[src/hdl/atrp_pkg.sv]
// Shared types and constants for the answer-to-reset byte parser.
// Holds the parse phase and byte kind codes, the front-to-back record
// and the TA1 decode tables. No dependencies.
`default_nettype none

package atrp_pkg;

	// Parse phase of the front classifier
	typedef enum logic [2:0] {
		PH_WAIT_TS = 3'd0,
		PH_T0      = 3'd1,
		PH_IFACE   = 3'd2,
		PH_HIST    = 3'd3,
		PH_DONE    = 3'd4
	} phase_t;

	// Kind of one classified byte
	typedef enum logic [2:0] {
		KIND_TS    = 3'd0,
		KIND_T0    = 3'd1,
		KIND_TA    = 3'd2,
		KIND_TB    = 3'd3,
		KIND_TC    = 3'd4,
		KIND_TD    = 3'd5,
		KIND_HIST  = 3'd6,
		KIND_EXTRA = 3'd7
	} kind_t;

	// Classified byte as handed from front to back
	typedef struct packed {
		kind_t       kind;
		logic [3:0]  slot;
		logic [7:0]  data;
		logic        done;
		logic [7:0]  ta1;
		logic [3:0]  hist_total;
	} rec_t;

	localparam int QUEUE_DEPTH = 2;

	// Clock-rate factor F from TA1 high nibble
	function automatic logic [11:0] f_lookup(input logic [3:0] code);
		logic [11:0] f;
		unique case (code)
			4'h0, 4'h1: f = 12'd372;
			4'h2:       f = 12'd558;
			4'h3:       f = 12'd744;
			4'h4:       f = 12'd1116;
			4'h5:       f = 12'd1488;
			4'h6:       f = 12'd1860;
			4'h9:       f = 12'd512;
			4'hA:       f = 12'd768;
			4'hB:       f = 12'd1024;
			4'hC:       f = 12'd1536;
			4'hD:       f = 12'd2048;
			default:    f = 12'd0;
		endcase
		return f;
	endfunction

	// Maximum card clock in MHz from TA1 high nibble
	function automatic logic [4:0] fmax_lookup(input logic [3:0] code);
		logic [4:0] m;
		unique case (code)
			4'h0:       m = 5'd4;
			4'h1, 4'h9: m = 5'd5;
			4'h2:       m = 5'd6;
			4'h3:       m = 5'd8;
			4'h4:       m = 5'd12;
			4'h5:       m = 5'd16;
			4'h6, 4'hD: m = 5'd20;
			4'hA:       m = 5'd7;
			4'hB:       m = 5'd10;
			4'hC:       m = 5'd15;
			default:    m = 5'd0;
		endcase
		return m;
	endfunction

	// Baud divisor D from TA1 low nibble
	function automatic logic [5:0] d_lookup(input logic [3:0] code);
		logic [5:0] d;
		unique case (code)
			4'h1:    d = 6'd1;
			4'h2:    d = 6'd2;
			4'h3:    d = 6'd4;
			4'h4:    d = 6'd8;
			4'h5:    d = 6'd16;
			4'h6:    d = 6'd32;
			4'h8:    d = 6'd12;
			4'h9:    d = 6'd20;
			default: d = 6'd0;
		endcase
		return d;
	endfunction

endpackage

`default_nettype wire

[src/hdl/atrp_front.sv]
// Front classifier: tracks the answer structure and tags each byte.
// Writes one record per accepted byte into the queue.
// Depends on atrp_pkg.
`default_nettype none

module atrp_front #(
	parameter int MAX_GROUPS = 4
) (
	input  wire logic          clk,
	input  wire logic          arst_n,
	input  wire logic          in_valid,
	output logic               in_ready,
	input  wire logic [7:0]    in_byte,
	input  wire logic          in_start,
	output logic               rec_valid,
	input  wire logic          rec_ready,
	output atrp_pkg::rec_t     rec
);
	import atrp_pkg::*;

	phase_t      phase_q, phase_d;
	logic [2:0]  grp_q, grp_d;
	logic [3:0]  pend_q, pend_d;
	logic [3:0]  hleft_q, hleft_d;
	logic [3:0]  htot_q, htot_d;
	logic [7:0]  ta1_q, ta1_d;
	kind_t       kind;
	logic [3:0]  slot;
	logic        done;
	logic        acc;

	assign in_ready  = rec_ready;
	assign rec_valid = in_valid;
	assign acc       = in_valid && rec_ready;

	// State register, updated once per accepted beat
	always_ff @(posedge clk or negedge arst_n) begin
		if (!arst_n) begin
			phase_q <= PH_WAIT_TS;
			grp_q   <= '0;
			pend_q  <= '0;
			hleft_q <= '0;
			htot_q  <= '0;
			ta1_q   <= '0;
		end else if (acc) begin
			phase_q <= phase_d;
			grp_q   <= grp_d;
			pend_q  <= pend_d;
			hleft_q <= hleft_d;
			htot_q  <= htot_d;
			ta1_q   <= ta1_d;
		end
	end

	// Classification and next state
	always_comb begin
		phase_d = phase_q;
		grp_d   = grp_q;
		pend_d  = pend_q;
		hleft_d = hleft_q;
		htot_d  = htot_q;
		ta1_d   = ta1_q;
		kind    = KIND_EXTRA;
		slot    = '0;
		done    = 1'b0;
		if (in_start) begin
			// TS restarts the parse
			phase_d = PH_T0;
			grp_d   = '0;
			pend_d  = '0;
			hleft_d = '0;
			htot_d  = '0;
			ta1_d   = '0;
			kind    = KIND_TS;
		end else begin
			unique case (phase_q)
				PH_T0: begin
					kind    = KIND_T0;
					grp_d   = 3'd1;
					pend_d  = in_byte[7:4];
					htot_d  = in_byte[3:0];
					hleft_d = in_byte[3:0];
					if (in_byte[7:4] != 4'd0) begin
						phase_d = PH_IFACE;
					end else if (in_byte[3:0] != 4'd0) begin
						phase_d = PH_HIST;
					end else begin
						phase_d = PH_DONE;
						done    = 1'b1;
					end
				end
				PH_IFACE: begin
					slot = {1'b0, grp_q};
					priority if (pend_q[0]) begin
						kind   = KIND_TA;
						pend_d = pend_q & 4'he;
						if (grp_q == 3'd1) begin
							ta1_d = in_byte;
						end
					end else if (pend_q[1]) begin
						kind   = KIND_TB;
						pend_d = pend_q & 4'hc;
					end else if (pend_q[2]) begin
						kind   = KIND_TC;
						pend_d = pend_q & 4'h8;
					end else begin
						kind = KIND_TD;
						if (grp_q < 3'(MAX_GROUPS)) begin
							grp_d  = grp_q + 3'd1;
							pend_d = in_byte[7:4];
						end else begin
							pend_d = '0;
						end
					end
					// End of interface bytes
					if (pend_d == 4'd0) begin
						if (hleft_q != 4'd0) begin
							phase_d = PH_HIST;
						end else begin
							phase_d = PH_DONE;
							done    = 1'b1;
						end
					end
				end
				PH_HIST: begin
					kind    = KIND_HIST;
					slot    = htot_q - hleft_q + 4'd1;
					hleft_d = hleft_q - 4'd1;
					if (hleft_d == 4'd0) begin
						phase_d = PH_DONE;
						done    = 1'b1;
					end
				end
				default: begin
					// before TS or after the answer: extra byte, no change
				end
			endcase
		end
	end

	assign rec.kind       = kind;
	assign rec.slot       = slot;
	assign rec.data       = in_byte;
	assign rec.done       = done;
	assign rec.ta1        = ta1_d;
	assign rec.hist_total = htot_d;

	// Only T0, interface or historical bytes can end an answer
	a_done_kind: assert property (@(posedge clk) disable iff (!arst_n)
		(rec_valid && rec.done) |-> (rec.kind != KIND_TS && rec.kind != KIND_EXTRA))
		else $error("answer end flagged on TS or extra byte");

	// An accepted TS always leaves the parser expecting T0
	a_ts_restart: assert property (@(posedge clk) disable iff (!arst_n)
		(acc && in_start) |=> (phase_q == PH_T0 && pend_q == 4'd0))
		else $error("TS did not restart the parse");

endmodule

`default_nettype wire

[src/hdl/atrp_queue.sv]
// Two-entry record queue between front classifier and back decoder.
// Lets either side stall without holding up the other.
// Depends on atrp_pkg.
`default_nettype none

module atrp_queue (
	input  wire logic          clk,
	input  wire logic          arst_n,
	input  wire logic          push_valid,
	output logic               push_ready,
	input  wire atrp_pkg::rec_t push_rec,
	output logic               pop_valid,
	input  wire logic          pop_ready,
	output atrp_pkg::rec_t     pop_rec
);
	import atrp_pkg::*;

	localparam logic [1:0] FULL = 2'(QUEUE_DEPTH);

	rec_t        mem_q [QUEUE_DEPTH];
	logic        wr_ptr_q;
	logic        rd_ptr_q;
	logic [1:0]  cnt_q;
	logic        push;
	logic        pop;

	assign push_ready = (cnt_q != FULL);
	assign pop_valid  = (cnt_q != 2'd0);
	assign push       = push_valid && push_ready;
	assign pop        = pop_valid && pop_ready;
	assign pop_rec    = mem_q[rd_ptr_q];

	// Storage
	always_ff @(posedge clk) begin
		if (push) begin
			mem_q[wr_ptr_q] <= push_rec;
		end
	end

	// Pointers and fill count
	always_ff @(posedge clk or negedge arst_n) begin
		if (!arst_n) begin
			wr_ptr_q <= 1'b0;
			rd_ptr_q <= 1'b0;
			cnt_q    <= 2'd0;
		end else begin
			if (push) begin
				wr_ptr_q <= ~wr_ptr_q;
			end
			if (pop) begin
				rd_ptr_q <= ~rd_ptr_q;
			end
			if (push && !pop) begin
				cnt_q <= cnt_q + 2'd1;
			end else if (pop && !push) begin
				cnt_q <= cnt_q - 2'd1;
			end
		end
	end

	a_cnt_bound: assert property (@(posedge clk) disable iff (!arst_n)
		cnt_q <= FULL)
		else $error("queue count overflow");

	a_ptr_match: assert property (@(posedge clk) disable iff (!arst_n)
		(cnt_q == 2'd0 || cnt_q == FULL) |-> (wr_ptr_q == rd_ptr_q))
		else $error("queue pointers out of step with count");

endmodule

`default_nettype wire

[src/hdl/atrp_back.sv]
// Back end: decodes TA1 on the completing byte and holds the result beat
// in an output register. Depends on atrp_pkg.
`default_nettype none

module atrp_back (
	input  wire logic          clk,
	input  wire logic          arst_n,
	input  wire logic          rec_valid,
	output logic               rec_ready,
	input  wire atrp_pkg::rec_t rec,
	output logic               out_valid,
	input  wire logic          out_ready,
	output atrp_pkg::kind_t    out_kind,
	output logic [3:0]         out_slot,
	output logic [7:0]         out_data,
	output logic               out_done,
	output logic [11:0]        out_f,
	output logic [4:0]         out_fmax,
	output logic [5:0]         out_d,
	output logic [3:0]         out_htot
);
	import atrp_pkg::*;

	logic        valid_q;
	logic        load;
	logic [11:0] f_dec;
	logic [4:0]  fmax_dec;
	logic [5:0]  d_dec;

	assign load      = rec_valid && (!valid_q || out_ready);
	assign rec_ready = !valid_q || out_ready;
	assign out_valid = valid_q;

	// TA1 decode, zero until the answer completes
	always_comb begin
		f_dec    = '0;
		fmax_dec = '0;
		d_dec    = '0;
		if (rec.done) begin
			f_dec    = f_lookup(rec.ta1[7:4]);
			fmax_dec = fmax_lookup(rec.ta1[7:4]);
			d_dec    = d_lookup(rec.ta1[3:0]);
		end
	end

	// Output valid
	always_ff @(posedge clk or negedge arst_n) begin
		if (!arst_n) begin
			valid_q <= 1'b0;
		end else if (load) begin
			valid_q <= 1'b1;
		end else if (out_ready) begin
			valid_q <= 1'b0;
		end
	end

	// Output payload
	always_ff @(posedge clk) begin
		if (load) begin
			out_kind <= rec.kind;
			out_slot <= rec.slot;
			out_data <= rec.data;
			out_done <= rec.done;
			out_f    <= f_dec;
			out_fmax <= fmax_dec;
			out_d    <= d_dec;
			out_htot <= rec.hist_total;
		end
	end

	a_zero_open: assert property (@(posedge clk) disable iff (!arst_n)
		(valid_q && !out_done) |-> (out_f == 12'd0 && out_fmax == 5'd0 && out_d == 6'd0))
		else $error("decoded TA1 fields shown before answer end");

	a_slot_ts: assert property (@(posedge clk) disable iff (!arst_n)
		(valid_q && (out_kind == KIND_TS || out_kind == KIND_T0 || out_kind == KIND_EXTRA))
			|-> (out_slot == 4'd0))
		else $error("slot index set on unnumbered byte");

endmodule

`default_nettype wire

[src/hdl/smart_card_atr_parser.sv]
// Answer-to-reset byte parser, top level.
// Instantiates atrp_front, atrp_queue and atrp_back; uses atrp_pkg.
//
// Channel   Dir  Signals                      Content
// s_axis    in   tvalid tready tdata tuser    one received byte, TS flag
// m_axis    out  tvalid tready tdata tuser    classified byte, decode
//                tlast                        tlast = byte ends the answer
//
// One byte per cycle sustained while m_axis_tready stays high; a result is
// presented once its accepted beat has passed the queue, then the output register.
// While the output stalls, the two-entry queue and the output register
// absorb up to three beats before s_axis_tready drops. Reset is
// asynchronous, active low, and leaves the parser waiting for TS.
// No reset-time sweep: ready right after reset.
`default_nettype none

module smart_card_atr_parser #(
	parameter int MAX_GROUPS = 4
) (
	input  wire logic        clk,
	input  wire logic        arst_n,
	input  wire logic        s_axis_tvalid,
	output logic             s_axis_tready,
	input  wire logic [7:0]  s_axis_tdata,   // [7:0] rx_byte
	input  wire logic        s_axis_tuser,   // [0] start_of_answer
	output logic             m_axis_tvalid,
	input  wire logic        m_axis_tready,
	output logic [39:0]      m_axis_tdata,   // [3:0] slot_index, [11:4] byte_echo,
	                                         // [23:12] clock_rate_factor,
	                                         // [28:24] max_clock_mhz,
	                                         // [34:29] baud_divisor,
	                                         // [38:35] historical_count, [39] zero
	output logic [2:0]       m_axis_tuser,   // [2:0] byte_kind
	output logic             m_axis_tlast    // answer_complete
);
	import atrp_pkg::*;

	rec_t        f_rec;
	logic        f_valid;
	logic        f_ready;
	rec_t        q_rec;
	logic        q_valid;
	logic        q_ready;
	kind_t       o_kind;
	logic [3:0]  o_slot;
	logic [7:0]  o_data;
	logic [11:0] o_f;
	logic [4:0]  o_fmax;
	logic [5:0]  o_d;
	logic [3:0]  o_htot;

	atrp_front #(
		.MAX_GROUPS(MAX_GROUPS)
	) u_front (
		.clk       (clk),
		.arst_n    (arst_n),
		.in_valid  (s_axis_tvalid),
		.in_ready  (s_axis_tready),
		.in_byte   (s_axis_tdata),
		.in_start  (s_axis_tuser),
		.rec_valid (f_valid),
		.rec_ready (f_ready),
		.rec       (f_rec)
	);

	atrp_queue u_queue (
		.clk        (clk),
		.arst_n     (arst_n),
		.push_valid (f_valid),
		.push_ready (f_ready),
		.push_rec   (f_rec),
		.pop_valid  (q_valid),
		.pop_ready  (q_ready),
		.pop_rec    (q_rec)
	);

	atrp_back u_back (
		.clk       (clk),
		.arst_n    (arst_n),
		.rec_valid (q_valid),
		.rec_ready (q_ready),
		.rec       (q_rec),
		.out_valid (m_axis_tvalid),
		.out_ready (m_axis_tready),
		.out_kind  (o_kind),
		.out_slot  (o_slot),
		.out_data  (o_data),
		.out_done  (m_axis_tlast),
		.out_f     (o_f),
		.out_fmax  (o_fmax),
		.out_d     (o_d),
		.out_htot  (o_htot)
	);

	// Pack the result beat
	assign m_axis_tuser = o_kind;
	assign m_axis_tdata = {1'b0, o_htot, o_d, o_fmax, o_f, o_data, o_slot};

endmodule

`default_nettype wire
[config.mk]
export PLATFORM = sky130hd
export DESIGN_NAME = smart_card_atr_parser
export DESIGN_NICKNAME = d
export VERILOG_FILES = /design/src/hdl/atrp_pkg.sv /design/src/hdl/atrp_front.sv /design/src/hdl/atrp_queue.sv /design/src/hdl/atrp_back.sv /design/src/hdl/smart_card_atr_parser.sv
export SDC_FILE = /design/constraint.sdc
export NUM_CORES = 1
export LEC_CHECK = 0
export ABC_CLOCK_PERIOD_IN_PS = 2800
export BUFFER_PORTS_ARGS = -buffer_cell sky130_fd_sc_hd__buf_2
export CORE_MARGIN = 1
export CORE_UTILIZATION = 55
export CTS_BUF_LIST = sky130_fd_sc_hd__clkbuf_4 sky130_fd_sc_hd__clkbuf_8 sky130_fd_sc_hd__clkbuf_16
export CTS_CLUSTER_DIAMETER = 80
export DETAILED_ROUTE_END_ITERATION = 12
export MAX_ROUTING_LAYER = met4
export PLACE_DENSITY = 0.85
export SLEW_MARGIN = 20
export SYNTH_ARGS = -nofsm -noshare
export SYNTH_HDL_FRONTEND = slang
export SYNTH_SLANG_ARGS = --single-unit
export TNS_END_PERCENT = 100
[constraint.sdc]
create_clock -name clk -period 2.8 [get_ports clk]
set_clock_uncertainty 0.05 [all_clocks]
set_input_delay 0.84 -clock clk [delete_from_list [all_inputs] [get_ports clk]]
set_output_delay 0.84 -clock clk [all_outputs]
set_load 0.05 [all_outputs]
* Word level (Yosys, flattened, before mapping) *
Memory sizes are Yosys's and may differ from the RTL's. A register that Yosys moved wholly into a read port is not among the register bits.
Index checks and enable logic that the tools add are counted.

cells by class
  $lt $le $gt $ge = 1
  reduce and logical (&&, ||, !) cells = 26
  divide/modulo/power cells = 0
  add/subtract/negate cells = 6
  multiplexer cells = 49
  multipliers = 0
  equality and inequality tests = 11
  shifts and indexed selects = 0
  bitwise logic cells = 2

operators by type and width
  kind                                                                    count
  4-bit two-way mux                                                       11
  3-bit two-way mux                                                       14
  8-bit two-way mux                                                       4
  4-bit case mux with 2 select lines                                      3
  3-bit case mux with 3 select lines                                      2
  4-bit nonzero test                                                      4
  1-bit two-way mux                                                       11
  3-bit by 2-bit != test with 1-bit output (second input constant)        3
  3-bit != test (second input constant)                                   3
  4-bit logical NOT                                                       2
  3-bit by 1-bit equality test with 1-bit output (second input constant)  2
  3-bit by 2-bit equality test with 1-bit output (second input constant)  2
  1-bit logical NOT                                                       6
  3-bit case mux with 2 select lines                                      1
  6-bit AND reduction                                                     1
  2-bit nonzero test                                                      3
  3-bit nonzero test                                                      2
  4-bit by 1-bit adder with 4-bit output (second input constant)          1
  1-bit logical AND                                                       4
  2-bit two-way mux                                                       2
  2-bit AND reduction                                                     2
  4-bit AND reduction                                                     1
  4-bit by 1-bit subtractor with 4-bit output (second input constant)     1
  4-bit subtractor                                                        1
  other kinds (8)                                                         9

storage, ports and cells
  memories = 4
  register bits = 63
  bits in writable memories = 56
  memory bits (read-only) = 352
  input port bits = 13
  bits in latches = 0

memory list
  memory           depth  width  rd ports  clocked after memory_dff  write ports  line              source
  (no name shown)  16     11     1         1                         0            atrp_pkg.sv:44    unique case (code)
  (no name shown)  16     6      1         1                         0            atrp_pkg.sv:83    unique case (code)
  (no name shown)  16     5      1         1                         0            atrp_pkg.sv:64    unique case (code)
  u_queue.mem_q    2      28     1         0                         1            atrp_queue.sv:20  rec_t mem_q [QUEUE_DEPTH];

* Depth between registers and ports, before layout *
  word-level depth = 11
  depth in mapped cells = 9
  mapped depth without buffers = 9

* By module *
A second synthesis with hierarchy kept.

second synthesis, totals
  cells, all modules = 490
  area, all modules = 6197.2 µm²

by module, submodules not included
  module                 instances  area an instance (µm²)  cells each
  atrp_queue             1          2262.2                  105
  atrp_front             1          2123.3                  272
  atrp_back              1          1800.5                  111
  smart_card_atr_parser  1          11.3                    2

* Worst setup path after synthesis *
Ideal clock, no wire load.

  kind = input to register
  start point = input s_axis_tvalid
  end point = memory u_queue.mem_q[0][0] in the netlist's numbering (enable)
  path buffers = 1
  arrival = 2291 ps
  cell stages on the path = 3
  path slack = 46 ps
  setup time = 413 ps
  path through = nand2_2 > buf_2 > nor2_1

on the way
  word-level cells in the longest chain between the ends = 3

RTL lines
  what                                     line                         source
  from (decl)                              smart_card_atr_parser.sv:22  input wire logic s_axis_tvalid,
  1-bit logical AND                        atrp_queue.sv:29             assign push = push_valid && push_ready;
  1-bit two-way mux                        atrp_queue.sv:35             if (push) begin
  1-bit two-way mux (implied by the code)  atrp_queue.sv:36             mem_q[wr_ptr_q] <= push_rec;
  to (decl)                                atrp_queue.sv:20

No other way between the ends.

* Worst setup path in the final report *
  start point = register u_queue.cnt_q[0]
  end point = output s_axis_tready

on the way
  word-level cells in the longest chain between the ends = 1

RTL lines
  what                    line                         source
  from (decl)             atrp_queue.sv:23             logic [1:0] cnt_q;
  from (signal assigned)  atrp_queue.sv:54             cnt_q <= cnt_q + 2'd1;
  from (signal assigned)  atrp_queue.sv:56             cnt_q <= cnt_q - 2'd1;
  2-bit != test           atrp_queue.sv:27             assign push_ready = (cnt_q != FULL);
  to (decl)               smart_card_atr_parser.sv:23  output logic s_axis_tready,

No other way between the ends.

==> impl_summary.md <==
Placement
Summed over all nets, the half-perimeter wirelength after detailed placement is between 8 and 9 mm. The count of buffers from port buffering is 56. The routability congestion estimate from global placement is about 0.96. The instance area at placement is 6550 um2.

Global routing
The layer with the highest usage after global routing is met2. The number of antenna violations at the first check in global routing came to 0. The number of global-route vias before repair was approximately 4,000. The total congestion overflow is 0. The global routing met1 resource utilization is 0.295. Entering global routing, the biggest net connects 43 pins.

The global-route wire length before repair is roughly 20 mm. The total routing usage reported by global routing is 0.240. For this run, global-route usage on met2 was measured as 0.385. The met3 usage is 0.0508.

Timing
The final cycle utilization of the critical path is 0.918. Summed over all failing endpoints, the final setup total negative slack is 0 ns. The setup violation total in the final timing report is 0. The count of pins over their slew limit is 0. Setup repair after global routing left no endpoint under its margin. The upper clock frequency limit is 389 MHz. The worst-margin pin slew is 0.749 ns.

The clock period could shrink to about 2.6 ns. The relative slew slack is 0.486. The final hold violation count is 0.

Power
The total power per unit cell area is 1360 nW/um2. VDD sags by at most between 0.7 and 0.8 mV. In this run the static leakage power is 2.88 nW.

Drt
In the final routed layout, each cell accounts on average for 18.3 um. Before antenna repair, the detailed router went through 7 iterations. The wire length after detailed routing is 12.5 mm. The number of design-rule violations left by the first detailed-router iteration is 312. After detailed routing, the number of vias per cell comes to 6.01.

The detail route stage leaves a number of antenna-violating nets equal to 0. The detailed-route DRC error count is 0. The number of vias in the routed layout is 4,105.

Floorplan
The die covers 11,600 um2. The count of standard-cell rows is 38. The core region is 10,900 um2. From left edge to right edge, the die measures about 110 um.

The starting density of the core is 0.566. The die is 108 um tall. Pin placement for this block handled around 60 I/O pins.

Logic synthesis
The post-synthesis cell count is 468. Dividing the synthesized area by the synthesized cell count gives 13.2 um2. The number of warnings issued by yosys is 0. The post-synth design cell area is roughly 6200 um2. The number of distinct library cells after synthesis is 72. The most used flip-flop cell after synthesis is edfxtp_1. The synthesized design contains 98 enable-type register cells. The synthesis-stage register bit count is roughly 130. Of the synthesized area, sequential elements account for 0.604. The proportion of register bits with asynchronous set or reset after synthesis is 0.240.

Finish
From synthesis to final layout, the design area changed by 15.5%. Of the cells placed in the final design, the portion with a size suffix greater than 1 is 0.265. The final non-filler cell area is ~7100 um2.

The number of nets at the end of the flow is 560. The repair_antennas step left the layout with diodes totalling 0.

Clock network
The buffers inserted during post-CTS setup optimization is 0. The H-tree was split into 4 levels. After clock tree synthesis, the flow added hold-fix buffers numbering 0.

The CTS tree is yes. The number of buffers created by CTS is 17. The clock latency reported for the late side of the worst-skew pair is 0.52 ns. In this run, post-CTS repair resized a total of 0 instances. After clock tree synthesis, the clock-pin slew on the worst setup and hold paths is 0.06 ns.

Clock tree synthesis found a total of between 100 and 150 sinks. The deepest clock path buffer count is 2. The library cell used as clock root buffer is clkbuf_8.

Critical path
Along the worst path, the maximum fanout reaches 8. The gate family responsible for the most delay along the worst path is flip-flops. The worst setup path is launched from a flip-flop. The highest-delay cell along the critical path is dfrtp_1. The type of the worst setup path is flip-flop to output port. The buffering stage count on the worst path with inverters included is 1. The capturing element type of the critical path is an output port.

At the worst endpoint, the arrival time is ~1.7 ns. The required time of the worst setup path is 1.91 ns. On the worst path, the slowest cell contributes a delay of 0.42 ns. The critical path goes through nand2b_1, buf_2.

Outcome
The run finished with clean final reports.

Flow run
The tool flagged a number of max-cap violations equal to 0.

Min path
The path class of the tightest hold or removal check is input pin to async pin.
-- cells in the mapped netlist (all sizes together) (10+ instances only) --
library cell	count	area [um2]
a21oi	16	80.1
edfxtp	98	2940
o21ai	16	80.1
inv	16	60.1
mux2	29	330
buf	23	161
mux2i	22	233
dfrtp	31	776
ha	16	200
nor3	10	55.1
nor2	44	168
nand2	23	96.4
-- per-layer routing --
| layer | part of all wire | vias up |
|---|---|---|
| met4 | 0.024 | 0 |
| li1 | - | 1877 |
| met3 | 0.060 | 29 |
| met5 | 0 | - |
| met2 | 0.50 | 183 |
| met1 | 0.42 | 2016 |
-- cells by family after synthesis --
| group | after synthesis | synth area share |
|---|---|---|
| XOR/XNOR | 10 | 0.0142 |
| buffers and inverters | 43 | 0.0384 |
| other | 1 | 0.000609 |
| AO/OA/AOI/OAI | 91 | 0.104 |
| flip-flops | 129 | 0.604 |
| adder cells (fa/ha/maj) | 17 | 0.0358 |
| multiplexers | 51 | 0.0914 |
| AND/OR/NAND/NOR | 126 | 0.111 |
-- per-stage QoR --
step | setup slack (ns) | power (mW) | hold WS [ns] | cells | utilization
after floorplan | 0.0457 | 6.68 | 0.411 | 469 | -
after CTS | 0.234 | 9.67 | 0.340 | 683 | 0.653
after detailed placement | 0.471 | 7.57 | 0.453 | 651 | 0.602
final | 0.230 | 9.67 | 0.341 | 683 | 0.653
after global placement | 0.639 | 7.43 | 0.442 | 651 | 0.602
after global routing | 0.175 | 10.2 | 0.378 | 683 | 0.653
-- layout by cell type (no fill, tap or decap), drive strengths merged, types with 6 or more instances in the layout --
cell / count
nor3: 10
ha: 16
mux2: 29
buf: 69
nand2b: 7
a21oi: 16
clkbuf: 25
xnor2: 7
a211oi: 6
inv: 16
edfxtp: 98
nand2: 23
nor4: 7
a22oi: 9
nor2: 44
mux2i: 22
o21ai: 16
dfrtp: 31
-- flip-flops by register name (all words and copies together) (netlist names), 4 cells and up --
name / count
u_back.out_f: 11
u_front.ta1_q: 8
u_front.htot_q: 4
u_queue.mem_q: 56
u_front.pend_q: 4
u_back.out_data: 8
u_back.out_d: 6
u_back.out_fmax: 5
u_front.hleft_q: 4
u_back.out_slot: 4
u_back.out_htot: 4
-- power by group --
group	internal (mW)	leakage, nW	switching, mW
clock network	1.30	0.283	0.753
registers	2.99	1.34	0.436
logic	1.40	1.25	2.79
total	5.69	2.88	3.97
-- final timing paths --
| check | from | end | slack, ns | cells past startpoint |
|---|---|---|---|---|
| max in group asynchronous | arst_n | u_front.phase_q[0] | 1.87 | 1 |
| min in group clk | u_queue.cnt_q[1] | u_queue.cnt_q[1] | 0.46 | 1 |
| max | u_queue.cnt_q[0] | s_axis_tready | 0.23 | 2 |
| max reg2reg | u_front.hleft_q[0] | u_queue.mem_q[0][23] | 0.35 | 6 |
| min | arst_n | u_back.out_valid | 0.34 | 1 |
| min reg2reg | u_queue.cnt_q[1] | u_queue.cnt_q[1] | 0.46 | 1 |
-- area by class of cell --
class | count | area (um2)
Clock buffer | 25 | 499
Clock inverter | 7 | 61.3
Fill cell | 770 | 3770
Inverter | 16 | 60.1
Multi-Input combinational cell | 297 | 2210
Sequential cell | 129 | 3720
Tap cell | 140 | 175
Timing Repair Buffer | 69 | 390
(Power assumes the default switching activity.)
